### src/sv/tdca_pkg.sv
`timescale 1ns / 1ps
`default_nettype none
// ----------------------------------------------------------------------------
// tdca_pkg
// Shared types, widths and constants for the 2D conditional average block.
// ----------------------------------------------------------------------------
package tdca_pkg;

  localparam int BINS_I_MAX  = 64;
  localparam int BINS_J_MAX  = 64;
  localparam int STORE_DEPTH = 4096;
  localparam int ADDR_W      = 12;
  localparam int SUM_W       = 48;
  localparam int CNT_W       = 32;
  localparam int VAL_W       = 32;
  localparam int BINS_W      = 7;
  localparam int CFG_IDX_W   = 3;
  localparam int CFG_DATA_W  = 32;
  localparam int IDX_I_W     = (BINS_I_MAX > 1) ? $clog2(BINS_I_MAX) : 1;
  localparam int IDX_J_W     = (BINS_J_MAX > 1) ? $clog2(BINS_J_MAX) : 1;
  localparam int FLAT_W      = IDX_J_W + BINS_W + 1;
  localparam int DIV_CNT_W   = $clog2(SUM_W);

  localparam logic [VAL_W-1:0] MEAN_MAX = {1'b0, {(VAL_W-1){1'b1}}};
  localparam logic [VAL_W-1:0] MEAN_MIN = {1'b1, {(VAL_W-1){1'b0}}};
  localparam logic [SUM_W-1:0] SUM_MAX  = {1'b0, {(SUM_W-1){1'b1}}};
  localparam logic [SUM_W-1:0] SUM_MIN  = {1'b1, {(SUM_W-1){1'b0}}};

  typedef enum logic [1:0] {
    CMD_ACCUM = 2'd0,
    CMD_READ  = 2'd1,
    CMD_CLEAR = 2'd2
  } cmd_e;

  typedef enum logic [CFG_IDX_W-1:0] {
    CFG_MIN_I   = 3'd0,
    CFG_SCALE_I = 3'd1,
    CFG_BINS_I  = 3'd2,
    CFG_MIN_J   = 3'd3,
    CFG_SCALE_J = 3'd4,
    CFG_BINS_J  = 3'd5
  } cfg_idx_e;

  typedef struct packed {
    logic [1:0]              command;
    logic signed [VAL_W-1:0] sample_value;
    logic signed [VAL_W-1:0] cond_i;
    logic signed [VAL_W-1:0] cond_j;
    logic [ADDR_W-1:0]       bin_address;
  } in_item_t;

  typedef struct packed {
    logic                    hit;
    logic [ADDR_W-1:0]       result_address;
    logic signed [SUM_W-1:0] bin_sum;
    logic [CNT_W-1:0]        bin_count;
    logic signed [VAL_W-1:0] bin_mean;
  } out_item_t;

  typedef struct packed {
    logic [SUM_W-1:0] sum;
    logic [CNT_W-1:0] count;
  } entry_t;

  typedef struct packed {
    logic              rd_en;
    logic              wr_en;
    logic [ADDR_W-1:0] addr;
    entry_t            wr_data;
  } store_req_t;

endpackage
`default_nettype wire

### src/sv/tdca_binner.sv
`timescale 1ns / 1ps
`default_nettype none
// ----------------------------------------------------------------------------
// tdca_binner
// Two-stage bin index: offset from range start, then Q0.32 reciprocal scale.
// ----------------------------------------------------------------------------
module tdca_binner (
  input  wire logic                              clk_i,
  input  wire logic                              diff_en_i,
  input  wire logic                              mul_en_i,
  input  wire logic signed [tdca_pkg::VAL_W-1:0] cond_i,
  input  wire logic signed [tdca_pkg::VAL_W-1:0] min_i,
  input  wire logic [tdca_pkg::VAL_W-1:0]        scale_i,
  input  wire logic [tdca_pkg::BINS_W-1:0]       nbins_i,
  output logic                                   in_range_o,
  output logic [tdca_pkg::VAL_W-1:0]             bin_o
);
  import tdca_pkg::*;

  logic signed [VAL_W:0] diff;
  logic [VAL_W-1:0]      mag_q;
  logic                  miss_q;
  logic [2*VAL_W-1:0]    prod;
  logic [VAL_W-1:0]      bin_q;
  logic                  miss2_q;

  // A negative offset drops the sample unless the scale is zero (then bin 0).
  assign diff = {cond_i[VAL_W-1], cond_i} - {min_i[VAL_W-1], min_i};
  assign prod = mag_q * scale_i;

  always_ff @(posedge clk_i) begin
    if (diff_en_i) begin
      mag_q  <= diff[VAL_W-1:0];
      miss_q <= diff[VAL_W] && (scale_i != '0);
    end
    if (mul_en_i) begin
      bin_q   <= prod[2*VAL_W-1:VAL_W];
      miss2_q <= miss_q;
    end
  end

  assign in_range_o = !miss2_q && (bin_q < {{(VAL_W-BINS_W){1'b0}}, nbins_i});
  assign bin_o      = bin_q;

endmodule
`default_nettype wire

### config.mk
export PLATFORM = sky130hd
export DESIGN_NAME = tdca_binner
export DESIGN_NICKNAME = d
export VERILOG_FILES = /design/src/sv/tdca_pkg.sv /design/src/sv/tdca_binner.sv
export SDC_FILE = /design/constraint.sdc
export NUM_CORES = 2
export LEC_CHECK = 0
export BUFFER_PORTS_ARGS = -buffer_cell sky130_fd_sc_hd__buf_2
export CAP_MARGIN = 25
export CORE_MARGIN = 3
export CORE_UTILIZATION = 66
export CTS_CLUSTER_SIZE = 16
export DETAILED_ROUTE_END_ITERATION = 8
export PLACE_DENSITY = 0.84
export SLEW_MARGIN = 5
export SYNTH_ARGS = -nofsm -noshare
export SYNTH_HDL_FRONTEND = slang
export SYNTH_SLANG_ARGS = --single-unit
### constraint.sdc
create_clock -name clk_i -period 10.5 [get_ports clk_i]
set_input_delay 2.1 -clock clk_i [delete_from_list [all_inputs] [get_ports clk_i]]
set_output_delay 2.1 -clock clk_i [all_outputs]
set_load 0.03 [all_outputs]
---- After elaboration in Yosys (flattened, before gate mapping) ----
Cells that the tools add are included.
word-level totals
  flip-flop bits (word level) ............. 66
  bits of input ports ..................... 106
  output and inout port bits .............. 33
  logic and storage cells ................. 11
cells by class
  $add $sub $neg .......................... 1
  multipliers ............................. 1
  order comparisons ....................... 1
  reductions and logical operators ........ 4
operator list
  kind                                                    count
  32-bit by 32-bit multiplier with 64-bit output          1
  32-bit by 32-bit subtractor with 33-bit output          1
  32-bit by 7-bit less-than comparator with 1-bit output  1
  32-bit nonzero test                                     1
  1-bit logical AND                                       2
  1-bit logical NOT                                       1

---- Longest topological paths before layout ----
  depth after elaboration ................. 2
  mapped depth ............................ 28

---- Least setup slack after synthesis ----
OpenSTA, ideal clock, no wires.
  path type ............................... input to register
  from .................................... in scale_i[5] in the netlist's numbering
  to ...................................... reg bin_q[17], in the netlist bin_o[17] (data pin)
  library setup time ...................... 260 ps
  arrival ................................. 8825 ps
  data required time ...................... 10240 ps
  slack ................................... 1415 ps
  cell stages on the path ................. 26
  buffers on the path ..................... 1
  cells stage by stage .................... clkbuf_1 and2_1 fa_1 fa_1 fa_1 inv_1 fa_1 inv_1 fa_1 inv_1 fa_1 inv_1 fa_1 inv_1 fa_1 inv_1 ha_1 a21oi_1 o21ai_1 a41o_1 a2111o_1 a31oi_2 o21ai_2 a221o_2 a311oi_2 xnor2_1
between the ends
  longest elaborated chain between the ends .. 1
RTL lines
  what                                            line               text
  start, declared                                 tdca_binner.sv:13  input wire logic [tdca_pkg::VAL_W-1:0] scale_i,
  32-bit by 32-bit multiplier with 64-bit output  tdca_binner.sv:29  assign prod = mag_q * scale_i;
  net prod[49]                                    tdca_binner.sv:23  logic [2*VAL_W-1:0] prod;
  end signal, assigned                            tdca_binner.sv:37  bin_q <= prod[2*VAL_W-1:VAL_W];
  end, declared                                   tdca_binner.sv:24  logic [VAL_W-1:0] bin_q;
The timed path passes the listed nets, and every way through them passes these cells.
A chain may end at the register's enable or synchronous reset.

---- Worst setup path after layout ----
  from .................................... in scale_i[23] in the netlist's numbering
  to ...................................... reg bin_q[28], in the netlist bin_o[28] (data pin)
The elaborated chain is that of the path after synthesis.

==> metrics.md <==
| Metric | Value |
|---|---|
| Max-slew violations | 0 |
| WP buf/inv | 3 |
| Filler cells | 4,114 |
| CP endpoint kind | flip-flop |
| Vias per cell | 5.828 |
| Setup TNS | 0 ns |
| Clock sink count | 66 |
| Worst-margin pin slew | 1.054 ns |
| Count of different cell masters after synthesis | 70 |
| Mapped cell area | 36,740 µm² |
| DR iter-0 viols | 2,167 |
| Avg Cell Area, Syn | 9.277 µm² |
| Final setup viols | 0 |
| Syn Nets | 5,260 |
| Slowest stage delay, CP | 0.60 ns |
| Chip Width | 241.9 µm |
| DRC viols | 0 |
| Fin crit share | 94.90% |
| CP startpoint kind | primary input |
| Total CTS buffers | 9 |
| Max clock buf depth | 2 |
| Synth Register Bits | 66 |
| Status | finished clean |
| IO Port Bufs | 138 |
| Max_slew headroom | 29.72% |
| # hold bufs at CTS | 0 |
| Synth Flop Type | edfxtp_1 |
| Clock root cell | clkbuf_16 |
| GRT overflow | 0 |
| Critical path class | in -> reg |
| Most common cell after layout, fill and taps aside | inv_1 |
| Worst Path Max Fanout | 27 |
| Crit path time final | 9.965 ns |
| Largest net degree at the start of global routing | 34 |
| CTS tree | done |
| Antenna violations before repair | 2 |
| Worst hold path startpoint | miss_q |
| FF-to-FF End | bin_o[28] |
| Top Family by Delay on Critical Path | adder cells |
| Crit-path cells | buf_2 > buf_4 > nand2_1 > fa_1 > inv_1 > fa_1 > fa_1 > fa_1 > fa_1 > fa_1 > fa_1 > fa_1 > ha_1 > a21oi_1 > o21ai_0 > a211oi_1 > o211ai_1 > or3_1 > o2111ai_1 > a211oi_1 > or2_1 > o311a_1 |
| Number of flops mapped to enable cells by yosys | 66 |
| DR vias | 27,378 |
| Chip height | 241.9 µm |
| Post-CTS Resized | 0 |
| Routability congestion estimate | 0.9296 |
| DR WL/cell | 20.27 µm |
| First-pass GRT wire length | 155.7 mm |
| IO Pins | 139 |
| Number of H-tree levels | 3 |
| Clock latency on the worst-skew pair | 0.37 ns |
| Area Growth Syn to Fin | 4.073% |
| Max Cap Viol | 0 |
| DR pass1 iterations | 6 |
| Clk_skew | 0.008469 ns |
| Area of the core | 54,450 µm² |
| Worst Path Required | 10.62 ns |
| Maximum clock rate | 100.4 MHz |
| Clock transition at path regs | 0.05 ns |
| Final hold vios | 0 |
| Layout cells sized above 1 | 5.460% |
| Register area share after synthesis | 5.395% |
| Slowest CP cell | fa_1 |
| Reg2reg start | mag_q[22] |
| Syn. warnings | 0 |
| Post CTS Setup Buffer Count | 0 |
| Share of the synthesized area in the top cell type | 48.83% |
| Hold Crit Endpoint | miss2_q |
| CP dominant cell by count | fa_1 |
| Post-synth ARST share | 0% |
| Cells after synthesis | 3,960 |
| Nets | 5,251 |
| HPWL Detailed | 74.01 mm |
| FF-to-FF setup slack | 1.69 ns |
| Worst EP arrival | 10.08 ns |
| Most frequent cells in the layout | inv_1, fa_1, and2_1 |
| Vias in the first global route | 30,079 |
| Initial core utilization | 67.47% |
| Synth area leaders | fa_1, and2_1, ha_1 |
| Min-Delay Path Class | reg -> reg |
| GRT Resource Usage Total | 33.90% |
| Die area | 58,530 µm² |
| Row count | 85 |
| RSZ-0062 raised after global routing | false |
| Total detailed-routing wirelength | 95.22 mm |
| R2R cell count | 22 |
| Synth area leader | fa_1 |
| Hold path depth | 0 |
| DRT antenna net count | 0 |
[through the flow]
stage               hold WS, ns  utilization, %  cell area, µm²  std cells  worst slack, ns
global placement         0.7073           69.58           37890       4677           0.4846
detailed placement       0.7064           69.61           37900       4678           0.3076
finish                   0.7077           70.21           38230       4698           0.5354
CTS                      0.7194           70.15           38200       4694           0.6728
global route             0.6827           70.20           38230       4696           0.3365
floorplan                0.4003               -           36740       3960            1.415
[area by class of cell]
class,count,area [µm²],share of cell area (%)
Timing Repair Buffer,183,1056,2.762
Inverter,945,3547,9.278
Sequential cell,66,1982,5.184
Antenna cell,3,7.507,0.01964
Tap cell,739,924.6,2.418
Clock inverter,7,70.07,0.1833
Multi-Input combinational cell,2746,30420,79.57
Clock buffer,9,225.2,0.5891
[per-layer routing]
metal  track usage [%]  vias up  part of all wire (%)
li1                  -    11625                     -
met1             41.92    13908                    35
met2             57.46     1465                    50
met3             5.335      380                   8.7
met4             18.62        0                   6.4
met5                 0        -                     0
[logic make-up after synthesis]
kind of cell / count (synthesis) / share of synthesized area, %
flip-flops: 66 / 5.395
adder cells (fa/ha/maj): 1194 / 58.98
AND/OR/NAND/NOR: 1233 / 17.73
AO/OA/AOI/OAI: 256 / 4.598
XOR/XNOR: 63 / 1.502
buffers and inverters: 1148 / 11.80
[worst max-delay path by stage]
stage / start / to / depth (start not counted)
after floorplan: scale_i[5] / bin_o[17] / 26
after global placement: scale_i[9] / bin_o[28] / 22
after detailed placement: scale_i[9] / bin_o[28] / 22
after CTS: scale_i[9] / bin_o[28] / 22
after global routing: scale_i[9] / bin_o[28] / 22
final: scale_i[23] / bin_o[28] / 22
[synthesized netlist by cell type, types with 3 or more instances]
library cell and number:
a211oi_1 8, a211o_1 3, and2_1 636, and4_1 3, a31oi_1 5, fa_1 896, o211ai_1 10, nor4_1 18
a21oi_1 83, edfxtp_1 66, clkbuf_1 197, o2111ai_1 6, and3_1 5, o21ai_0 38, nand2b_1 10, inv_1 945
o41ai_1 3, xnor2_1 37, a31o_2 3, o21bai_1 13, xor2_1 26, o31ai_1 4, nor2_1 40, nor3_1 15
ha_1 298, a21o_1 35, o21a_1 13, or3_1 3, nor2b_1 10, nand4_1 23, nand3_1 12, nand2_1 445
o22ai_1 3, a221oi_1 3
[sequential cells by signal, summed over array words and instances, names as in the netlist]
| name | count |
|---|---|
| mag_q | 32 |
| miss2_q | 1 |
| miss_q | 1 |
| bin_o | 32 |
Power is left out: the tool's default activity adds up to more than one toggle a clock period on the data nets, which glitch-free logic cannot reach.
