[src/sv/tdca_pkg.sv]
`timescale 1ns / 1ps
`default_nettype none
// ----------------------------------------------------------------------------
// tdca_pkg
// Shared types, widths and constants for the 2D conditional average block.
// ----------------------------------------------------------------------------
package tdca_pkg;

  localparam int BINS_I_MAX  = 64;
  localparam int BINS_J_MAX  = 64;
  localparam int STORE_DEPTH = 4096;
  localparam int ADDR_W      = 12;
  localparam int SUM_W       = 48;
  localparam int CNT_W       = 32;
  localparam int VAL_W       = 32;
  localparam int BINS_W      = 7;
  localparam int CFG_IDX_W   = 3;
  localparam int CFG_DATA_W  = 32;
  localparam int IDX_I_W     = (BINS_I_MAX > 1) ? $clog2(BINS_I_MAX) : 1;
  localparam int IDX_J_W     = (BINS_J_MAX > 1) ? $clog2(BINS_J_MAX) : 1;
  localparam int FLAT_W      = IDX_J_W + BINS_W + 1;
  localparam int DIV_CNT_W   = $clog2(SUM_W);

  localparam logic [VAL_W-1:0] MEAN_MAX = {1'b0, {(VAL_W-1){1'b1}}};
  localparam logic [VAL_W-1:0] MEAN_MIN = {1'b1, {(VAL_W-1){1'b0}}};
  localparam logic [SUM_W-1:0] SUM_MAX  = {1'b0, {(SUM_W-1){1'b1}}};
  localparam logic [SUM_W-1:0] SUM_MIN  = {1'b1, {(SUM_W-1){1'b0}}};

  typedef enum logic [1:0] {
    CMD_ACCUM = 2'd0,
    CMD_READ  = 2'd1,
    CMD_CLEAR = 2'd2
  } cmd_e;

  typedef enum logic [CFG_IDX_W-1:0] {
    CFG_MIN_I   = 3'd0,
    CFG_SCALE_I = 3'd1,
    CFG_BINS_I  = 3'd2,
    CFG_MIN_J   = 3'd3,
    CFG_SCALE_J = 3'd4,
    CFG_BINS_J  = 3'd5
  } cfg_idx_e;

  typedef struct packed {
    logic [1:0]              command;
    logic signed [VAL_W-1:0] sample_value;
    logic signed [VAL_W-1:0] cond_i;
    logic signed [VAL_W-1:0] cond_j;
    logic [ADDR_W-1:0]       bin_address;
  } in_item_t;

  typedef struct packed {
    logic                    hit;
    logic [ADDR_W-1:0]       result_address;
    logic signed [SUM_W-1:0] bin_sum;
    logic [CNT_W-1:0]        bin_count;
    logic signed [VAL_W-1:0] bin_mean;
  } out_item_t;

  typedef struct packed {
    logic [SUM_W-1:0] sum;
    logic [CNT_W-1:0] count;
  } entry_t;

  typedef struct packed {
    logic              rd_en;
    logic              wr_en;
    logic [ADDR_W-1:0] addr;
    entry_t            wr_data;
  } store_req_t;

endpackage
`default_nettype wire

[src/sv/tdca_divider.sv]
`timescale 1ns / 1ps
`default_nettype none
// ----------------------------------------------------------------------------
// tdca_divider
// Restoring unsigned divider, one quotient bit per cycle.
// ----------------------------------------------------------------------------
module tdca_divider (
  input  wire logic                          clk_i,
  input  wire logic                          rst_ni,
  input  wire logic                          start_i,
  input  wire logic [tdca_pkg::SUM_W-1:0]    dividend_i,
  input  wire logic [tdca_pkg::CNT_W-1:0]    divisor_i,
  output logic                               done_o,
  output logic [tdca_pkg::SUM_W-1:0]         quotient_o
);
  import tdca_pkg::*;

  logic                 busy_q, busy_d;
  logic [DIV_CNT_W-1:0] cnt_q, cnt_d;
  logic [SUM_W-1:0]     quo_q, quo_d;
  logic [CNT_W-1:0]     rem_q, rem_d;
  logic [CNT_W-1:0]     dvs_q, dvs_d;
  logic [CNT_W:0]       shifted;
  logic [CNT_W:0]       trial;

  assign shifted = {rem_q, quo_q[SUM_W-1]};
  assign trial   = shifted - {1'b0, dvs_q};

  always_comb begin
    busy_d = busy_q;
    cnt_d  = cnt_q;
    quo_d  = quo_q;
    rem_d  = rem_q;
    dvs_d  = dvs_q;
    done_o = 1'b0;
    if (start_i) begin
      busy_d = 1'b1;
      cnt_d  = DIV_CNT_W'(SUM_W - 1);
      quo_d  = dividend_i;
      rem_d  = '0;
      dvs_d  = divisor_i;
    end else if (busy_q) begin
      if (trial[CNT_W]) begin
        rem_d = shifted[CNT_W-1:0];
        quo_d = {quo_q[SUM_W-2:0], 1'b0};
      end else begin
        rem_d = trial[CNT_W-1:0];
        quo_d = {quo_q[SUM_W-2:0], 1'b1};
      end
      cnt_d = cnt_q - 1'b1;
      if (cnt_q == '0) begin
        busy_d = 1'b0;
      end
    end
    if (busy_q && !start_i && cnt_q == '0) begin
      done_o = 1'b1;
    end
  end

  // Quotient is taken from the next-state value, so it is complete while done marks the last step.
  assign quotient_o = quo_d;

  always_ff @(posedge clk_i or negedge rst_ni) begin
    if (!rst_ni) begin
      busy_q <= 1'b0;
      cnt_q  <= '0;
    end else begin
      busy_q <= busy_d;
      cnt_q  <= cnt_d;
    end
  end

  always_ff @(posedge clk_i) begin
    quo_q <= quo_d;
    rem_q <= rem_d;
    dvs_q <= dvs_d;
  end

endmodule
`default_nettype wire

[config.mk]
export PLATFORM = sky130hd
export DESIGN_NAME = tdca_divider
export DESIGN_NICKNAME = d
export VERILOG_FILES = /design/src/sv/tdca_pkg.sv /design/src/sv/tdca_divider.sv
export SDC_FILE = /design/constraint.sdc
export NUM_CORES = 1
export LEC_CHECK = 0
export BUFFER_PORTS_ARGS = -buffer_cell sky130_fd_sc_hd__buf_2
export CAP_MARGIN = 20
export CORE_UTILIZATION = 40
export CTS_CLUSTER_SIZE = 28
export DETAILED_ROUTE_END_ITERATION = 10
export PLACE_DENSITY_LB_ADDON = 0.25
export SLEW_MARGIN = 20
export SYNTH_ARGS = -nofsm -noshare
export SYNTH_HDL_FRONTEND = slang
export SYNTH_SLANG_ARGS = --single-unit
[constraint.sdc]
create_clock -name clk_i -period 4.71 [get_ports clk_i]
set_input_delay 1.1775 -clock clk_i [delete_from_list [all_inputs] [get_ports clk_i]]
set_output_delay 1.1775 -clock clk_i [all_outputs]
set_load 0.05 [all_outputs]
* After elaboration in Yosys (flattened, before gate mapping)
Index checks and enable logic that the tools add are counted.
Storage, ports and cells: output and inout port bits 49, bits in registers 119, input bits 83
Cells by class: muxes and demuxes 10, reductions and logical operators 5, $add $sub $neg 2
Operators by type and width (number):
- $mux W48 | 2
- $sub A33 B32 Y33 | 1
- $mux W32 | 1
- $mux W6 | 2
- $logic_not A6 Y1 | 1
- $sub A6 B1 Y6 const B | 1
- $mux W1 | 5
- $logic_and A1 B1 Y1 | 2
- $reduce_bool A2 Y1 | 1
- $logic_not A1 Y1 | 1

* Longest topological paths before layout
word-level depth 4, mapped depth 14

* Worst setup path after synthesis
Ideal clock, no wire load.
kind flip-flop to output port, start point register quo_q[47], end point output port quotient_o[0] in the netlist's numbering, required time 3533 ps, arrival time 3917 ps, stages on the path, launching flop included 14, slack -385 ps, path through dfxtp_1 inv_1 ha_1 fa_1 nand2b_1 a21oi_1 o211ai_1 a21o_1 a31o_2 o311a_4 xnor2_2 buf_2 mux2i_1 o21ai_0
Between the ends: cells in the longest elaborated chain, start to end 4
RTL lines:
- start, declared | line tdca_divider.sv:20 | logic [SUM_W-1:0] quo_q, quo_d;
- start signal, assigned | line tdca_divider.sv:74 | quo_q <= quo_d;
- $sub A33 B32 Y33 | line tdca_divider.sv:27 | assign trial = shifted - {1'b0, dvs_q};
- $mux W1 | line tdca_divider.sv:43 | if (trial[CNT_W]) begin
- $mux W48 | line tdca_divider.sv:42 | end else if (busy_q) begin
- $mux W48 | line tdca_divider.sv:36 | if (start_i) begin
- end, declared | line tdca_divider.sv:14 | output logic [tdca_pkg::SUM_W-1:0] quotient_o
Every way passes these cells.

* Worst setup path after layout
Ends and elaborated chain as after synthesis.

==> impl_metrics.yaml <==
outcome:
  outcome: "finished, final reports clean"
synth:
  synth_area_leaders: "dfxtp_1 (25%), edfxtp_1 (15%), mux2i_1 (7.4%)"
  synthXorXnorAreaFrac_pct: 4.69
  yosys_register_bits: 119
  syn-num-nets: 823
  yosys.cell_count.top_type: "nand2_1"
  synthesis.instances: 705
  synth_edf_count: 32
  async_reset_ff_share_pct: 5.88
  syn_area_um2: 6540
  synthMuxAreaShare_pct: 7.35
  synth_top_area_cell: "dfxtp_1"
  yosysUniqueCellTypes: 57
  synthTopCellsByCount: "nand2_1 (111), dfxtp_1 (80), o21ai_0 (64), mux2i_1 (48), inv_1 (42)"
  ys_warn_count: 0
  synth_top_area_share_pct: 24.5
  synth_ff_type: "dfxtp_1"
  synthSimpleGateAreaFrac_pct: 14.6
  synth-seq-area-share_pct: 41.9
  synthAdderAreaFrac_pct: 6.82
  synth-compound-area-share_pct: 19.6
  syn_area_per_cell_um2: 9.27
  synth_top_family_by_area: "compound AO/OA/AOI/OAI gates"
clocking:
  holdBufCountCts: 0
  cts_tree: "done"
  path_clk_slew_ns: 0.06
  insertion_delay_ns: 0.42
  numCtsBuffers: 17
  htreeDepth: 4
  cts-root-buf: "clkbuf_16"
  clk_path_buf_depth: 2
  cts.sinks: 119
die:
  die_area_um2: 16900
  core_region_area_um2: 15900
  row_count: 46
  dieHeight_um: 130
  start_util_pct: 41.0
  die_w_um: 130
  ios: 132
critical_path:
  critPathKind: "reg2out"
  cp_max_fo: 5
  arrival_ns: 3.33
  cp_data_required_time_ns: 3.53
  r2r_start: "quo_q[47]"
  end_kind: "primary output"
  worstRegToRegCells: 14
  reg2reg_slack_ns: 1.04
  startpoint_type: "flip-flop"
  reg2reg_to: "rem_q[0]"
sta:
  fin_crit_ns: 4.51
  hold_viol_final: 0
  setup_viol: 0
  post-route-period-util_pct: 95.8
  final_max_slew_viol_count: 0
  fin_worst_skew_ns: 0.00880
  slew_headroom_pct: 38.5
  hold_slack_ns: 0.497
  tightest_slew_ns: 0.922
  fmax_ghz: 0.222
placed_design:
  place.gp.congestion: 0.778
  place_area_um2: 7350
  io_buffers: 131
  dp_hpwl_um: 9610
detailed_routing:
  wl_per_cell_um: 13.2
  drtPass1Iterations: 4
  viasPerCell: 5.01
  totalWireLength_um: 13900
  first_iter_violations: 259
  drc_errors: 0
  vias: 5283
  ant_nets: 0
global_routing:
  grt_pass1_vias: 5048
  grt_use_total_pct: 17.3
  antenna_found_initial: 1
  grt_pass1_wl_um: 23000
  grt_max_degree: 72
  overflow: 0
power:
  peakVddDrop_v: 0.000342
  p_leak_uw: 0.00382
  p_per_area_nw_per_um2: 518
finish:
  antenna_cells: 0
  nets: 944
  multi_input_area_um2: 3510
  final_cell_area_um2: 7970
  seq_area_um2: 2740
  area_growth_pct: 22.0
  drive_gt1_share_pct: 24.6
  postLayoutCoreUtil_pct: 50.0
  num-fill-cells: 1563
min_path:
  hold_end: "rem_q[4]"
  min_path_cells: 2
  hold_class: "reg2reg"
  min_from: "rem_q[3]"
run:
  maxCapViolations: 0
==> cell type report <==
class | count | share of cell area (%)
Multi-Input combinational cell | 505 | 44.0
Sequential cell | 119 | 34.4
Timing Repair Buffer | 141 | 9.28
Clock buffer | 17 | 5.34
Tap cell | 216 | 3.39
Inverter | 42 | 1.98
Clock inverter | 15 | 1.65
==> state kept, by name, summed over array words and instances (netlist names) <==
register and cells:
cnt_q 6, busy_q 1, quo_q 48, dvs_q 32, rem_q 32
==> cell families after synthesis <==
family / count (synthesis)
flip-flops: 119
XOR/XNOR: 32
AND/OR/NAND/NOR: 211
buffers and inverters: 81
adder cells (fa/ha/maj): 35
multiplexers: 48
AO/OA/AOI/OAI: 179
==> worst max-delay path: stages (launching register included) <==
cell	delay, ns
dfxtp_1	0.34
inv_1	0.05
ha_1	0.22
fa_1	0.39
nand2b_4	0.17
a21oi_2	0.16
o211ai_1	0.13
a21o_1	0.20
a31o_4	0.28
o311a_4	0.34
xnor2_4	0.17
mux2i_2	0.10
o21ai_2	0.19
buf_6	0.18
==> routing by layer <==
layer	up-vias	track usage, %	part of all wire, %
met5	-	0	0.093
met3	16	5.70	5.9
li1	2768	-	-
met1	2372	21.8	48
met2	125	27.7	45
met4	2	5.88	1.5
==> stage by stage <==
stage	instances	setup WS, ns	total power (uW)	setup TNS [ns]
finish	1055	0.198	4130	0
global placement	1021	0.349	2880	0
detailed placement	1021	0.264	2880	0
global route	1055	-0.0167	4400	-0.0167
CTS	1054	0.0233	4160	0
floorplan	705	0.00350	2590	0
==> what timing repair did <==
item                                    in CTS  in global routing
setup buffers                                1                  1
endpoints found under the setup margin       1                  1
resized for setup                            4                  4
pin swaps                                    2                  2
==> where the power goes <==
part	internal (uW)	leakage, uW	total (uW)	switching, uW
logic	633	0.00250	1550	915
registers	1230	0.00105	1350	127
clock network	695	0.000277	1230	531
total	2560	0.00382	4130	1570
==> cells in the final DEF (no fill, tap or decap), types with 6 or more instances in the layout <==
| cell | n |
|---|---|
| a311oi_1 | 9 |
| dfxtp_1 | 80 |
| dfrtp_1 | 6 |
| inv_1 | 42 |
| a311oi_2 | 17 |
| o21ai_0 | 63 |
| a31oi_1 | 7 |
| and3_1 | 6 |
| inv_6 | 8 |
| nand3_1 | 12 |
| buf_2 | 129 |
| nand2_1 | 111 |
| nor2_1 | 40 |
| xnor2_1 | 20 |
| mux2i_1 | 47 |
| a21o_1 | 12 |
| xor2_1 | 10 |
| ha_1 | 34 |
| o21a_1 | 6 |
| a21oi_1 | 26 |
| nand2b_1 | 8 |
| buf_4 | 11 |
| o211ai_1 | 6 |
| clkbuf_16 | 17 |
| edfxtp_1 | 32 |
| o21bai_1 | 6 |
==> worst max-delay path by stage <==
stage                    from            end  cells past startpoint
floorplan           quo_q[47]  quotient_o[0]                     13
global placement    quo_q[47]  quotient_o[0]                     13
detailed placement  quo_q[47]  quotient_o[0]                     13
CTS                 quo_q[47]  quotient_o[0]                     13
global route        quo_q[47]  quotient_o[0]                     13
finish              quo_q[47]  quotient_o[0]                     13
(Power assumes the default switching activity.)
